`src/rtl/gcl_pkg.sv`:
```
// Package for the glyph cache allocator: item kinds, result status codes,
// port field widths, parameter defaults and the memory command structs.
// No dependencies.
package gcl_pkg;

	// Parameter defaults
	localparam int unsigned POOL_BYTES_DEF  = 262144;
	localparam int unsigned ENTRY_COUNT_DEF = 64;

	// Port field widths
	localparam int unsigned KIND_W   = 3;
	localparam int unsigned CP_W     = 21;
	localparam int unsigned PX_W     = 8;
	localparam int unsigned DIM_W    = 10;
	localparam int unsigned STATUS_W = 3;
	localparam int unsigned OFFSET_W = 18;
	localparam int unsigned BYTES_W  = 19;
	localparam int unsigned STAT_W   = 32;
	localparam int unsigned TOTAL_W  = 7;

	// Width of the rounded request size (product of two 10-bit dims, plus round-up)
	localparam int unsigned NEED_W = 21;

	// Item kinds
	localparam logic [KIND_W-1:0] KIND_LOOKUP = 3'd0;
	localparam logic [KIND_W-1:0] KIND_INSERT = 3'd1;
	localparam logic [KIND_W-1:0] KIND_EPOCH  = 3'd2;
	localparam logic [KIND_W-1:0] KIND_CLEAR  = 3'd3;
	localparam logic [KIND_W-1:0] KIND_STATS  = 3'd4;

	// Result status codes
	localparam logic [STATUS_W-1:0] ST_HIT     = 3'd0;
	localparam logic [STATUS_W-1:0] ST_MISS    = 3'd1;
	localparam logic [STATUS_W-1:0] ST_INSERT  = 3'd2;
	localparam logic [STATUS_W-1:0] ST_PRESENT = 3'd3;
	localparam logic [STATUS_W-1:0] ST_ZERO    = 3'd4;
	localparam logic [STATUS_W-1:0] ST_NOSPACE = 3'd5;
	localparam logic [STATUS_W-1:0] ST_FULL    = 3'd6;
	localparam logic [STATUS_W-1:0] ST_DONE    = 3'd7;

	// Entry table commands
	typedef struct packed {
		logic wr;
		logic set_valid;
		logic clr_valid;
		logic clr_all;
	} ent_cmd_t;

	// Free list commands
	typedef struct packed {
		logic wr;
		logic cnt_init;
		logic cnt_inc;
		logic cnt_dec;
	} fl_cmd_t;

endpackage

```
`src/rtl/gcl_free_list.sv`:
```
// Address-sorted free block list: one synchronous memory of {offset, size}
// words and the block count register. Depends on gcl_pkg.
module gcl_free_list #(
	parameter int unsigned DEPTH  = 65,
	parameter int unsigned WORD_W = 37,
	parameter int unsigned ADDR_W = 7,
	parameter int unsigned CNT_W  = 7
) (
	input  logic               clk,
	input  logic               arst_n,
	input  gcl_pkg::fl_cmd_t   cmd,
	input  logic [ADDR_W-1:0]  rd_addr,
	output logic [WORD_W-1:0]  rd_data,
	input  logic [ADDR_W-1:0]  wr_addr,
	input  logic [WORD_W-1:0]  wr_data,
	output logic [CNT_W-1:0]   count
);
	import gcl_pkg::*;

	logic [WORD_W-1:0] mem [DEPTH];
	logic [WORD_W-1:0] rd_q;
	logic [CNT_W-1:0]  count_q;

	// Write and registered read
	always_ff @(posedge clk) begin
		if (cmd.wr) begin
			mem[wr_addr] <= wr_data;
		end
		rd_q <= mem[rd_addr];
	end

	// Block count
	always_ff @(posedge clk or negedge arst_n) begin
		if (!arst_n) begin
			count_q <= CNT_W'(1);
		end else if (cmd.cnt_init) begin
			count_q <= CNT_W'(1);
		end else if (cmd.cnt_inc) begin
			count_q <= count_q + CNT_W'(1);
		end else if (cmd.cnt_dec) begin
			count_q <= count_q - CNT_W'(1);
		end
	end

	assign rd_data = rd_q;
	assign count   = count_q;

endmodule

```
`config.mk`:
```
export PLATFORM = sky130hd
export DESIGN_NAME = gcl_free_list
export DESIGN_NICKNAME = d
export VERILOG_FILES = /design/src/rtl/gcl_pkg.sv /design/src/rtl/gcl_free_list.sv
export SDC_FILE = /design/constraint.sdc
export NUM_CORES = 2
export LEC_CHECK = 0
export CAP_MARGIN = 20
export CORE_MARGIN = 2
export CORE_UTILIZATION = 51
export CTS_CLUSTER_DIAMETER = 120
export DETAILED_ROUTE_END_ITERATION = 8
export DONT_BUFFER_PORTS = 1
export PLACE_DENSITY = 0.74
export RECOVER_POWER = 50
export SETUP_SLACK_MARGIN = 0.1
export SYNTH_ARGS = -nofsm -noshare
export SYNTH_HDL_FRONTEND = slang
export SYNTH_SLANG_ARGS = --single-unit
```
`constraint.sdc`:
```
create_clock -name clk -period 2.2 [get_ports clk]
set_clock_uncertainty 0.1 [all_clocks]
set_input_delay 0.22 -clock clk [delete_from_list [all_inputs] [get_ports clk]]
set_output_delay 0.22 -clock clk [all_outputs]
set_load 0.05 [all_outputs]
```
==> results.py <==
metrics = {
    "setup_path": {
        "crit_type": "input pin to register",
        "timing.rr.start": "mem[38][15]",
        "setup.worst_path.start": "rd_addr[2]",
        "reg2reg_to": "rd_data[15]",
        "cp_max_fo": 851,
        "crit_arrival_ns": 2.96,
        "rr_worst_depth": 8,
        "start_kind": "input pin",
        "end_kind": "register",
        "cp.required_ns": 2.85,
        "ff2ff_setup_slack_ns": 0.04,
    },
    "sta": {
        "max_slew_margin": -0.222,
        "fmax_mhz": 434,
        "finalSetupViolations": 2,
        "grt_setup_unrepaired": "true",
        "layout_setup_ws_ns": -0.105,
        "whs_ns": 0.00806,
        "finalMaxSlewViolations": 980,
        "period_needed_ns": 2.30,
        "post-route-period-util": 1.05,
        "hold_viol": 0,
        "worst_slew_pin_slew_ns": 1.83,
    },
    "synthesis": {
        "synth_edf_count": 2405,
        "synthCells": 4466,
        "synth.area.top_cells": "edfxtp_1 (78%), mux4_2 (8.9%), mux2i_1 (4.4%), a22oi_1 (1.2%), dfxtp_1 (0.80%)",
        "ys_ff_latch": 2449,
        "synth_top_flop_cell": "edfxtp_1",
        "syn_avg_cell_area_um2": 20.8,
        "async_flop_share": 0.00286,
        "synthTopCellsByCount": "edfxtp_1 (2405), mux2i_1 (407), mux4_2 (370)",
        "synth_top_area_cell": "edfxtp_1",
        "synth_top_area_share": 0.776,
        "synth.most_common_cell": "edfxtp_1",
        "yosysSeqAreaShare": 0.785,
        "synth_nets": 4529,
        "synth_area_mm2": 0.0931,
        "synth_cell_types": 54,
        "yosys_warnings": 0,
    },
    "floorplanning": {
        "dieArea_mm2": 0.186,
        "rows": 156,
        "io_pins": 101,
        "die_width_um": 431,
        "chipHeight_um": 431,
        "core_area_mm2": 0.181,
        "start_util": 0.514,
    },
    "cells_and_area": {
        "final_area_mm2": 0.108,
        "drive_above_1_share": 0.236,
        "final_util": 0.597,
        "area_growth_syn_to_layout_pct": 16.1,
        "final_net_count": 4925,
        "n_antenna_cell": 0,
    },
    "cts": {
        "cts_max_level": 4,
        "clockBufferDepth": 3,
        "clkTransAtPathRegs_ns": 0.06,
        "cts_tree": "yes",
        "cts_buffers": 231,
        "cts_sinks": 2449,
        "clk_latency_ns": 0.89,
        "cts-root-buf": "clkbuf_16",
    },
    "placed_design": {
        "placed_area_mm2": 0.0990,
        "pre_cts_ws_ns": -0.877,
        "numPortBuffers": 0,
        "dp_hpwl_mm": 125,
        "gp_congestion": 0.833,
    },
    "min_path": {
        "hp-class": "input pin to register",
        "holdPathEnd": "rd_data[8]",
        "min_from": "rd_addr[6]",
        "whs_path_depth": 4,
    },
    "status": {
        "status": "complete, but fails checks",
        "failed_checks": "capacitance limit, slew limit, setup timing",
    },
    "detailed_routing": {
        "first_iter_violations": 6919,
        "ant_nets": 0,
        "viasPerCell": 6.41,
        "drt-total-wl_mm": 236,
        "firstDrtPassIters": 5,
        "wire_per_inst_um": 31.8,
        "num_vias": 47597,
        "drc_errors": 0,
    },
    "grt": {
        "grt_pass1_wl_mm": 336,
        "grt_overflow_total": 0,
        "grt_pass1_vias": 47815,
        "grt_max_degree": 852,
        "grtUsageTotal": 0.251,
        "antenna_found_initial": 6,
    },
    "power_and_ir_drop": {
        "ir_drop_mv": 0.816,
        "leakagePower_nw": 35.2,
        "p_per_area_mw_per_mm2": 888,
    },
    "job": {
        "cap_violations": 8,
    },
}
-- state kept, by name, summed over array words and instances (netlist names) --
name / count
count: 7
mem: 2405
rd_data: 37
-- layer usage --
| layer | global-route usage | vias to the layer above | share of wire |
|---|---|---|---|
| li1 | - | 19529 | - |
| met1 | 0.339 | 24801 | 0.37 |
| met2 | 0.413 | 2851 | 0.49 |
| met3 | 0.0501 | 414 | 0.10 |
| met4 | 0.0832 | 2 | 0.033 |
| met5 | 0 | - | 0.000064 |
-- layout by cell type (no fill, tap or decap), types with 61 or more instances in the layout --
cell type | synthesis | layout
clkbuf_16 | 0 | 241
mux4_2 | 370 | 370
buf_12 | 0 | 108
o22ai_1 | 110 | 110
a22oi_1 | 148 | 148
dlygate4sd3_1 | 0 | 61
a211oi_1 | 74 | 74
nor2_1 | 148 | 88
edfxtp_1 | 2405 | 2405
mux2i_1 | 407 | 407
a21oi_1 | 81 | 80
buf_4 | 27 | 188
-- stage by stage --
step           setup TNS (ns)  total power, mW  instances
3_3_place_gp           -17.00             56.0       6877
3_5_place_dp           -17.21             56.1       6877
6_report               -0.156             96.0       7430
4_1_cts                     0             96.0       7414
2_1_floorplan          -75.74             55.4       4466
5_1_grt               -0.0273             98.2       7430
-- worst max path at each step --
stage	end	slack [ns]	cells after the start
2_1_floorplan	mem[64][0]	-0.27	3
3_3_place_gp	rd_data[9]	-0.88	7
3_5_place_dp	rd_data[8]	-0.88	7
4_1_cts	rd_data[15]	0.03	8
5_1_grt	rd_data[15]	-0.01	8
6_report	rd_data[10]	-0.10	4
-- worst max-delay path, cell delays in order --
cell and delay, ns:
mux4_2 1.01, o21ai_0 0.34, a31oi_4 0.23, a211o_4 0.39
-- logic make-up after synthesis --
| group | Yosys count | synth area share |
|---|---|---|
| xor+xnor | 3 | 0.000282 |
| compound gates | 643 | 0.0482 |
| fa+ha+maj | 6 | 0.000887 |
| flops | 2449 | 0.785 |
| buf+inv | 262 | 0.0151 |
| mux | 777 | 0.133 |
| simple gates | 326 | 0.0168 |
-- what timing repair did --
item	CTS	global route
gates resized for setup	42	42
setup endpoints to repair	27	516
gates cloned	0	7
buffers inserted	0	4
pin swaps	1	18
hold endpoints to repair	3905	45
hold buffers	106	3
-- final cells by class --
class,count,area (um^2)
clock buffers,292,6190
clock inverters,139,1310
fillers,12246,73100
inverters,6,22.5
multi-input cells,1755,19600
flip-flops and latches,2449,73100
well taps,2370,2970
repair buffers,419,4810
-- where the power goes --
group	internal, mW	leakage, nW	switching (mW)
registers	51.6	22.0	0.410
clock network	22.2	3.65	17.1
logic	1.88	9.56	2.82
total	75.7	35.2	20.3
(Power assumes the default switching activity.)
